--- src/udiv32_pkg.sv ---
// Shared types and constants of the 32-bit unsigned divider.
`timescale 1ns / 1ps
`default_nettype none

package udiv32_pkg;

  localparam int unsigned WordBits = 32;
  localparam int unsigned CntBits  = $clog2(WordBits);

  typedef enum logic [1:0] {
    ST_IDLE,
    ST_RUN,
    ST_HOLD
  } state_e;

  // controller -> datapath
  typedef struct packed {
    logic load;
    logic step;
    logic publish;
  } cmd_t;

  // datapath -> controller
  typedef struct packed {
    logic last_step;
  } stat_t;

endpackage

`default_nettype wire

--- src/udiv32_dp.sv ---
// Datapath of the divider: shift-subtract registers, step counter and result register.
`timescale 1ns / 1ps
`default_nettype none

module udiv32_dp (
  input  wire logic                              clk_i,
  input  wire logic                              rst_ni,
  input  wire udiv32_pkg::cmd_t                  cmd_i,
  output udiv32_pkg::stat_t                      stat_o,
  input  wire logic [udiv32_pkg::WordBits-1:0]   dividend_i,
  input  wire logic [udiv32_pkg::WordBits-1:0]   divisor_i,
  output logic      [udiv32_pkg::WordBits-1:0]   quotient_o,
  output logic      [udiv32_pkg::WordBits-1:0]   remainder_o,
  output logic                                   divide_by_zero_o
);

  localparam int unsigned W = udiv32_pkg::WordBits;

  logic [W-1:0]                     rem_q, rem_d;
  logic [W-1:0]                     quo_q, quo_d;
  logic [W-1:0]                     div_q, div_d;
  logic                             dbz_q, dbz_d;
  logic [udiv32_pkg::CntBits-1:0]   cnt_q, cnt_d;
  logic [W:0]                       trial;
  logic [W:0]                       diff;
  logic                             fits;
  logic [W-1:0]                     quo_out_q;
  logic [W-1:0]                     rem_out_q;
  logic                             dbz_out_q;

  // one restoring step: bring down the next dividend bit, try the subtract
  assign trial = {rem_q, quo_q[W-1]};
  assign diff  = trial - {1'b0, div_q};
  assign fits  = ~diff[W];

  always_comb begin
    rem_d = rem_q;
    quo_d = quo_q;
    div_d = div_q;
    dbz_d = dbz_q;
    cnt_d = cnt_q;
    if (cmd_i.load) begin
      rem_d = '0;
      quo_d = dividend_i;
      div_d = divisor_i;
      dbz_d = (divisor_i == '0);
      cnt_d = udiv32_pkg::CntBits'(W - 1);
    end else if (cmd_i.step) begin
      rem_d = fits ? diff[W-1:0] : trial[W-1:0];
      quo_d = {quo_q[W-2:0], fits};
      cnt_d = cnt_q - 1'b1;
    end
  end

  always_ff @(posedge clk_i or negedge rst_ni) begin
    if (!rst_ni) begin
      cnt_q <= '0;
    end else begin
      cnt_q <= cnt_d;
    end
  end

  always_ff @(posedge clk_i) begin
    rem_q <= rem_d;
    quo_q <= quo_d;
    div_q <= div_d;
    dbz_q <= dbz_d;
    if (cmd_i.publish) begin
      quo_out_q <= quo_q;
      rem_out_q <= rem_q;
      dbz_out_q <= dbz_q;
    end
  end

  assign stat_o.last_step = (cnt_q == '0);
  assign quotient_o       = quo_out_q;
  assign remainder_o      = rem_out_q;
  assign divide_by_zero_o = dbz_out_q;

endmodule

`default_nettype wire

--- src/udiv32_ctrl.sv ---
// Controller of the divider: sequencing state machine and output valid.
`timescale 1ns / 1ps
`default_nettype none

module udiv32_ctrl (
  input  wire logic               clk_i,
  input  wire logic               rst_ni,
  input  wire logic               in_valid_i,
  output logic                    in_ready_o,
  output logic                    out_valid_o,
  input  wire logic               out_ready_i,
  input  wire udiv32_pkg::stat_t  stat_i,
  output udiv32_pkg::cmd_t        cmd_o
);

  udiv32_pkg::state_e state_q, state_d;
  logic               out_valid_q, out_valid_d;
  logic               out_free;

  assign out_free = ~out_valid_q | out_ready_i;

  always_comb begin
    state_d = state_q;
    unique case (state_q)
      udiv32_pkg::ST_IDLE: if (in_valid_i)        state_d = udiv32_pkg::ST_RUN;
      udiv32_pkg::ST_RUN:  if (stat_i.last_step)  state_d = udiv32_pkg::ST_HOLD;
      udiv32_pkg::ST_HOLD: if (out_free)          state_d = udiv32_pkg::ST_IDLE;
      default:                                    state_d = udiv32_pkg::ST_IDLE;
    endcase
  end

  always_comb begin
    cmd_o      = '0;
    in_ready_o = 1'b0;
    unique case (state_q)
      udiv32_pkg::ST_IDLE: begin
        in_ready_o = 1'b1;
        cmd_o.load = in_valid_i;
      end
      udiv32_pkg::ST_RUN:  cmd_o.step    = 1'b1;
      udiv32_pkg::ST_HOLD: cmd_o.publish = out_free;
      default:             cmd_o         = '0;
    endcase
  end

  assign out_valid_d = cmd_o.publish | (out_valid_q & ~out_ready_i);

  always_ff @(posedge clk_i or negedge rst_ni) begin
    if (!rst_ni) begin
      state_q     <= udiv32_pkg::ST_IDLE;
      out_valid_q <= 1'b0;
    end else begin
      state_q     <= state_d;
      out_valid_q <= out_valid_d;
    end
  end

  assign out_valid_o = out_valid_q;

  // a result never overwrites one that is still waiting
  a_publish_free: assert property (@(posedge clk_i) disable iff (!rst_ni)
    cmd_o.publish |-> (!out_valid_q || out_ready_i))
    else $error("result overwritten while pending");

  a_publish_valid: assert property (@(posedge clk_i) disable iff (!rst_ni)
    cmd_o.publish |=> out_valid_o)
    else $error("published result not offered");

  a_load_run: assert property (@(posedge clk_i) disable iff (!rst_ni)
    cmd_o.load |=> (state_q == udiv32_pkg::ST_RUN) && !stat_i.last_step)
    else $error("load did not start a full run");

  a_last_hold: assert property (@(posedge clk_i) disable iff (!rst_ni)
    (state_q == udiv32_pkg::ST_RUN) && stat_i.last_step |=> state_q == udiv32_pkg::ST_HOLD)
    else $error("run did not finish into hold");

endmodule

`default_nettype wire

--- src/unsigned_divider_32_core.sv ---
// Top level of the 32-bit unsigned restoring divider.
//
// Requests arrive on the s_axis channel: tdata carries dividend and divisor.
// Results leave on the m_axis channel: tdata carries quotient and remainder,
// tuser flags a zero divisor (quotient all ones, remainder = dividend).
// One bit of quotient is produced per cycle by a single shift-subtract unit.
// A request is handled in order: the operands are loaded, 32 steps
// run, and the result moves into the output register. The block
// takes one request at a time; s_axis_tready is high only while idle.
// The next request is taken once the last result is in the output register.
// The result waits in the output register until taken; a new request is
// accepted meanwhile, and its finished result waits in the working
// registers until the output register is free.
// Reset (rst_ni low, asynchronous) returns the block to idle and drops
// m_axis_tvalid; any request in progress is lost.
`timescale 1ns / 1ps
`default_nettype none

module unsigned_divider_32_core (
  input  wire logic                                clk_i,
  input  wire logic                                rst_ni,
  input  wire logic                                s_axis_tvalid,
  output logic                                     s_axis_tready,
  input  wire logic [2*udiv32_pkg::WordBits-1:0]   s_axis_tdata,  // divisor (high half), dividend (low half)
  output logic                                     m_axis_tvalid,
  input  wire logic                                m_axis_tready,
  output logic      [2*udiv32_pkg::WordBits-1:0]   m_axis_tdata,  // remainder (high half), quotient (low half)
  output logic                                     m_axis_tuser   // divide_by_zero
);

  localparam int unsigned W = udiv32_pkg::WordBits;

  udiv32_pkg::cmd_t  cmd;
  udiv32_pkg::stat_t stat;
  logic [W-1:0]      quotient;
  logic [W-1:0]      remainder;

  udiv32_ctrl u_ctrl (
    .clk_i       (clk_i),
    .rst_ni      (rst_ni),
    .in_valid_i  (s_axis_tvalid),
    .in_ready_o  (s_axis_tready),
    .out_valid_o (m_axis_tvalid),
    .out_ready_i (m_axis_tready),
    .stat_i      (stat),
    .cmd_o       (cmd)
  );

  udiv32_dp u_dp (
    .clk_i            (clk_i),
    .rst_ni           (rst_ni),
    .cmd_i            (cmd),
    .stat_o           (stat),
    .dividend_i       (s_axis_tdata[W-1:0]),
    .divisor_i        (s_axis_tdata[2*W-1:W]),
    .quotient_o       (quotient),
    .remainder_o      (remainder),
    .divide_by_zero_o (m_axis_tuser)
  );

  assign m_axis_tdata = {remainder, quotient};

endmodule

`default_nettype wire
--- config.mk ---
export PLATFORM = sky130hd
export DESIGN_NAME = unsigned_divider_32_core
export DESIGN_NICKNAME = d
export VERILOG_FILES = /design/src/udiv32_pkg.sv /design/src/udiv32_dp.sv /design/src/udiv32_ctrl.sv /design/src/unsigned_divider_32_core.sv
export SDC_FILE = /design/constraint.sdc
export NUM_CORES = 1
export LEC_CHECK = 0
export ABC_AREA = 0
export BUFFER_PORTS_ARGS = -buffer_cell sky130_fd_sc_hd__buf_4
export CAP_MARGIN = 40
export CORE_ASPECT_RATIO = 1.25
export CORE_MARGIN = 1
export CORE_UTILIZATION = 35
export CTS_CLUSTER_SIZE = 8
export DETAILED_ROUTE_END_ITERATION = 12
export RECOVER_POWER = 25
export SLEW_MARGIN = 20
export SYNTH_ARGS = -nofsm -noshare
export SYNTH_HDL_FRONTEND = slang
export SYNTH_SLANG_ARGS = --single-unit
export TNS_END_PERCENT = 100
--- constraint.sdc ---
create_clock -name clk_i -period 4.22 [get_ports clk_i]
set_input_delay 0.211 -clock clk_i [delete_from_list [all_inputs] [get_ports clk_i]]
set_output_delay 0.211 -clock clk_i [all_outputs]
set_load 0.01 [all_outputs]
Word-level counts from Yosys, hierarchy flattened
Index checks and enable logic that the tools add are counted.

storage, ports and cells
  register bits = 170
  input bits = 68
  output and inout bits = 67
  word-level logic and storage cells = 41

operators by class
  add/sub/neg operators = 2
  eq/ne operators = 5
  multiplexer cells = 13
  bitwise operators = 6
  reduce and logical (&&, ||, !) cells = 5

operators by type and width
  operator                                               count
  2-to-1 mux 32 bit                                      3
  subtractor 33 x 32 -> 33 bit                           1
  zero test 32 bit                                       1
  2-to-1 mux 5 bit                                       2
  2-to-1 mux 2 bit                                       3
  one-hot mux 2 bit (3 select lines)                     1
  zero test 5 bit                                        1
  subtractor 5 x 1 -> 5 bit, second input constant       1
  2-to-1 mux 1 bit                                       4
  inequality test 2 bit, second input constant           2
  inverter 1 bit                                         3
  AND reduction 3 bit                                    1
  equality test 2 x 1 -> 1 bit, second input constant    1
  equality test 2 bit, second input constant             1
  zero test 2 bit                                        1
  inequality test 2 x 1 -> 1 bit, second input constant  1
  OR 1 bit                                               2
  nonzero test 2 bit                                     1
  AND 1 bit                                              1

Logic depth before layout (Yosys ltp)
  word-level depth = 4
  depth in mapped cells = 14
  depth with buffers taken out = 12

By module
Synthesis repeated with hierarchy kept, for this count alone.

second synthesis, totals
  cell total of the unflattened synthesis = 694
  area total of the unflattened synthesis = 8,149.1 µm²

modules (own cells, without submodules)
  module       instances  cells an instance  area an instance (µm²)  sequential area each (µm²)
  udiv32_dp    1          679                7,995.2                 4,669.5
  udiv32_ctrl  1          15                 153.9                   75.1

Worst setup path before layout
OpenSTA, ideal clock, no wires.

  path kind = register to register
  start point = register u_ctrl.state_q[0]
  end point = register u_dp.dbz_out_q (netlist: u_dp.divide_by_zero_o), enable pin
  setup time = 0.496 ns
  data arrival time = 3.450 ns
  required time = 3.724 ns
  setup slack = 0.274 ns
  cell stages (with the launch flop) = 3
  path buffers = 0
  clock period less this slack = 3.946 ns
  cells stage by stage = dfrtp_1 nand2b_1 nor2b_1

RTL lines
  element                   line               RTL
  start: declaration        udiv32_ctrl.sv:16  udiv32_pkg::state_e state_q, state_d;
  start signal: assignment  udiv32_ctrl.sv:50  state_q <= udiv32_pkg::ST_IDLE;
  start signal: assignment  udiv32_ctrl.sv:53  state_q <= state_d;
  end signal: assignment    udiv32_dp.sv:71    dbz_out_q <= dbz_q;
  end: declaration          udiv32_dp.sv:29    logic dbz_out_q;

Worst setup path in the final report
  start point = register u_dp.quo_q[31]
  end point = register u_dp.rem_q[30]

on the way
  cells in the longest elaborated chain, start to end = 2

ends and longest elaborated chain
  element                       line             RTL
  start: declaration            udiv32_dp.sv:20  logic [W-1:0] quo_q, quo_d;
  start signal: assignment      udiv32_dp.sv:65  quo_q <= quo_d;
  subtractor 33 x 32 -> 33 bit  udiv32_dp.sv:33  assign diff = trial - {1'b0, div_q};
  2-to-1 mux 32 bit             udiv32_dp.sv:49  rem_d = fits ? diff[W-1:0] : trial[W-1:0];
  end signal: assignment        udiv32_dp.sv:64  rem_q <= rem_d;
  end: declaration              udiv32_dp.sv:19  logic [W-1:0] rem_q, rem_d;

Every way passes these cells.
A chain may end at the register's enable or synchronous reset.

==> impl.org <==
** Timing
- Worst slew pin tran :: 662 ps
- After layout, the worst path uses 74.8% of the clock period.
- Number of slew-limit violations in the final report :: 0
- Final Worst Setup Slack :: 1060 ps
- In this run the tightest slew margin relative to its limit is roughly 56%.
- After routing, the total negative slack on setup checks comes to 0 ps.
- Min Clock Period, post-route :: around 3200 ps
- Final Setup Violations :: 0
- Total count of hold-check failures in the final report :: 0
- Peak clock frequency supported by timing :: 317 MHz
- Across the routed clock network, the largest skew measured is 10.3 ps.
- RSZ-0062 raised after global routing :: false

** Drt
- Number of search-and-repair iterations in the first detailed-routing pass :: 4
- The detailed router placed 5680 vias in this run.
- Summed over all layers, the routed wires come to 18300 um.
- Initial drt markers :: 280
- In the routed design, unresolved DRC markers number 0.
- Antenna-violating nets left :: 0
- After detailed routing, the number of vias per cell comes to 4.91.
- After detailed routing, the average wire length per cell comes to 15.9 um.

** Pwr
- The worst-case IR drop observed on VDD is 0.410 mV.
- Cell Pwr Density :: 736 nW/um^2
- Summed over all cells, the static leakage comes to 4.25 nW.

** GRT
- GRT overflow :: 0
- Entering global routing, the biggest net connects 67 pins.
- Total track usage :: between 10% and 20%
- The initial antenna violation count was 0.
- Vias in the first global route :: about 5.7k
- Global-route wire length before repair :: 29100 um

** Synthesis
- Distinct cell type count after synthesis :: 59
- In this run, synthesis produced a sequential element count of 170.
- In this run the mean area of a mapped cell was around 11 um^2.
- Counting every instance in the synthesized netlist gives 697.
- Synthesis produced a netlist with a net count of 800.
- Of all flip-flops after synthesis, the portion carrying an async set or reset was between 4 and 5%.
- For this run, the number of Yosys warnings is 0.
- Post-synth EDFFs :: 130
- Among all flip-flop cells after synthesis, the most frequent one is edfxtp_1.
- For this run, the register share of the synthesized area comes to 60.4%.
- Mapped cell area :: roughly 7900 um^2

** Setup path
- The worst setup path is captured at a flop.
- Sort of element at the start of the critical path :: flop
- Biggest cell delay along the critical path :: 420 ps
- The worst register-to-register path ends at u_dp.rem_q[30].
- Along the worst path, the maximum fanout reaches 4.
- Data arrives at the worst endpoint at 3510 ps.
- The critical path is of the reg2reg type.
- Crit path buffers/inverters :: 1
- Critical Path Slowest Stage Cell :: o31ai_2
- Among the stages of the critical path, the cell type that occurs most often is o21ai_1.
- R2r setup slk :: 1060 ps
- Counting cells, the worst reg-to-reg path comes to 12.
- For the worst setup path, the data required time is approximately 4600 ps.
- In this run the critical register-to-register path is launched from u_dp.quo_q[31].
- Kind of cell with the highest combined delay on the critical path :: compound AO/OA/AOI/OAI gates
- Worst path cell trace :: inv_1 > ha_1 > fa_1 > nand2b_1 > a21oi_1 > o21ai_1 > o31a_1 > o31ai_2 > a221oi_1 > o21ai_1 > mux2_1 > o211ai_1

** Min path
- Number of cells on the worst hold path :: 3
- Worst Hold Path EP :: u_dp.quo_q[15]
- Hold Path Class :: in2reg
- Start point of the worst min-delay path :: s_axis_tdata[15]

** CTS
- Bufs on Longest Clock Path :: 2
- Clock root buffer master :: clkbuf_16
- Clock latency on the worst-skew pair, taken at its later pin, is ~430 ps.
- CTS tree :: yes
- Clk sinks :: 170
- # H-tree levels :: 4
- Post-CTS Setup Inserts :: 0
- Clock-pin slew was measured on the worst setup and hold paths at 70 ps.
- Buffers inserted during clock tree synthesis total 17.

** Finish
- Most common cell after layout, fill and taps aside :: nand2_1
- For this run, the post-layout net count is 968.
- Synth-to-Final Area Change :: 28.7%
- 0 antenna diodes ended up in the layout.
- In the layout the commonest cells are 159 x nand2_1, 130 x edfxtp_1, 120 x buf_4.
- The post-route netlist has 20.5% of its cells at a drive strength greater than 1.
- Count of non-filler cells in the finished layout :: approximately 1.2k

** Floorplanning
- From bottom edge to top edge, the die measures 170 um.
- The die is 136 um wide.
- Number of placement rows :: 60
- The core region is between 20000 and 25000 um^2.
- Once the floorplan was initialized, standard cells occupied 36.1% of the core.
- Pin placement for this block handled about 140 I/O pins.
- The floorplan step defined a die boundary enclosing 23100 um^2.

** Placed design
- The number of placed instances, taps included, is 1091.
- Gpl congestion :: 0.881
- In this run the tool buffered the top-level ports with around 130 buffer cells.
- Detailed placement ended at an HPWL of 12500 um.
- Prior to clock tree synthesis, the placed netlist has a worst setup slack of 1050 ps.

** Status
- The run finished with clean final reports.

** Job
- Max Cap Viol :: 0
[stage by stage]
step                instance area (um^2)  total power [W]  hold slack (ps)  util, %
floorplan                           7860          0.00510            -84.6        -
global placement                    9170          0.00580             36.4     42.1
detailed placement                  9170          0.00584             36.7     42.1
CTS                                10100          0.00751             15.7     46.4
global route                       10100          0.00799             24.8     46.5
finish                             10100          0.00745             35.6     46.5
[cells in the mapped netlist, types with 2 or more instances]
master	n	area share [%]
xor2_1	16	1.8
o21ai_1	35	2.2
nand2b_1	9	0.72
buf_2	6	0.38
nand2_1	159	7.6
and3_1	6	0.48
or3_1	2	0.16
a221oi_1	3	0.33
o211ai_1	7	0.67
nor2_1	16	0.76
mux2i_1	21	2.7
and2_1	3	0.24
dfxtp_1	32	8.2
a31oi_1	4	0.32
nor3_1	3	0.19
edfxtp_1	130	50
a41o_1	2	0.25
nor2b_1	3	0.24
a21boi_0	2	0.19
buf_6	2	0.29
a21oi_1	31	2.0
o21ai_0	13	0.83
a2bb2oi_1	5	0.56
xnor2_1	18	2.0
a311oi_1	2	0.22
a21o_1	10	0.96
nand4_1	8	0.64
ha_1	34	5.4
dfrtp_1	8	2.5
nand3_1	7	0.45
inv_1	42	2.0
o21bai_1	4	0.38
clkbuf_1	19	0.91
a41oi_2	2	0.41
nor4_1	9	0.72
[worst register-to-register path: cells and delay by family (launching register included)]
family / cells / cell delay (ps)
AO/OA/AOI/OAI: 7 / 1560
adder cells (fa/ha/maj): 2 / 580
buffers and inverters: 1 / 50
flip-flops: 1 / 360
multiplexers: 1 / 340
AND/OR/NAND/NOR: 1 / 180
[final cells by class]
cell class	count	area, um^2
inverters	43	161
clock inverters	13	165
flip-flops and latches	170	4740
clock buffers	19	443
repair buffers	177	1410
well taps	279	349
fillers	2069	11700
multi-input cells	456	2840
[layer usage]
metal	GRT usage (%)	wire, um	share of wire, %
met5	0	0	0
met4	5.80	333	1.8
met3	5.50	1140	6.2
met2	29.0	9400	51
met1	18.9	7470	41
[registers in the layout, indices dropped and copies added (netlist names)]
signal	count
u_ctrl.out_valid_o	1
u_dp.divide_by_zero_o	1
u_dp.rem_q	32
u_dp.remainder_o	32
u_ctrl.state_q	2
u_dp.quotient_o	32
u_dp.cnt_q	5
u_dp.quo_q	32
u_dp.div_q	32
u_dp.dbz_q	1
[report_power, final]
part | switching (W) | internal, W
Combinational | 0.00177 | 0.00135
Sequential | 0.000305 | 0.00241
Clock | 0.000666 | 0.000952
[repair_timing]
item | in CTS | in global routing
resized for setup | 0 | 0
hold buffers | 33 | 0
hold endpoints to repair | 40 | 0
[how the worst max path moves through the flow]
stage,from,to,slack (ps),depth (start not counted)
floorplan,u_ctrl.state_q[0],u_dp.divide_by_zero_o,270,2
global placement,u_dp.quo_q[31],u_dp.rem_q[30],1160,12
detailed placement,u_dp.quo_q[31],u_dp.rem_q[30],1050,12
CTS,u_dp.quo_q[31],u_dp.rem_q[30],1030,12
global route,u_dp.quo_q[31],u_dp.rem_q[30],750,12
finish,u_dp.quo_q[31],u_dp.rem_q[30],1060,12
[cell families (layout without fill, tap and decap cells)]
family,Yosys count,after routing,synth area share [%]
adders and majority gates,35,35,5.67
xor gates and xnor gates,34,34,3.79
AOI/OAI and AO/OA,134,134,10.9
muxes,22,22,2.82
buffers and inverters,71,252,3.68
DFF,170,170,60.4
and+or+nand+nor,231,231,12.8
Power figures use the tool's default switching activity.
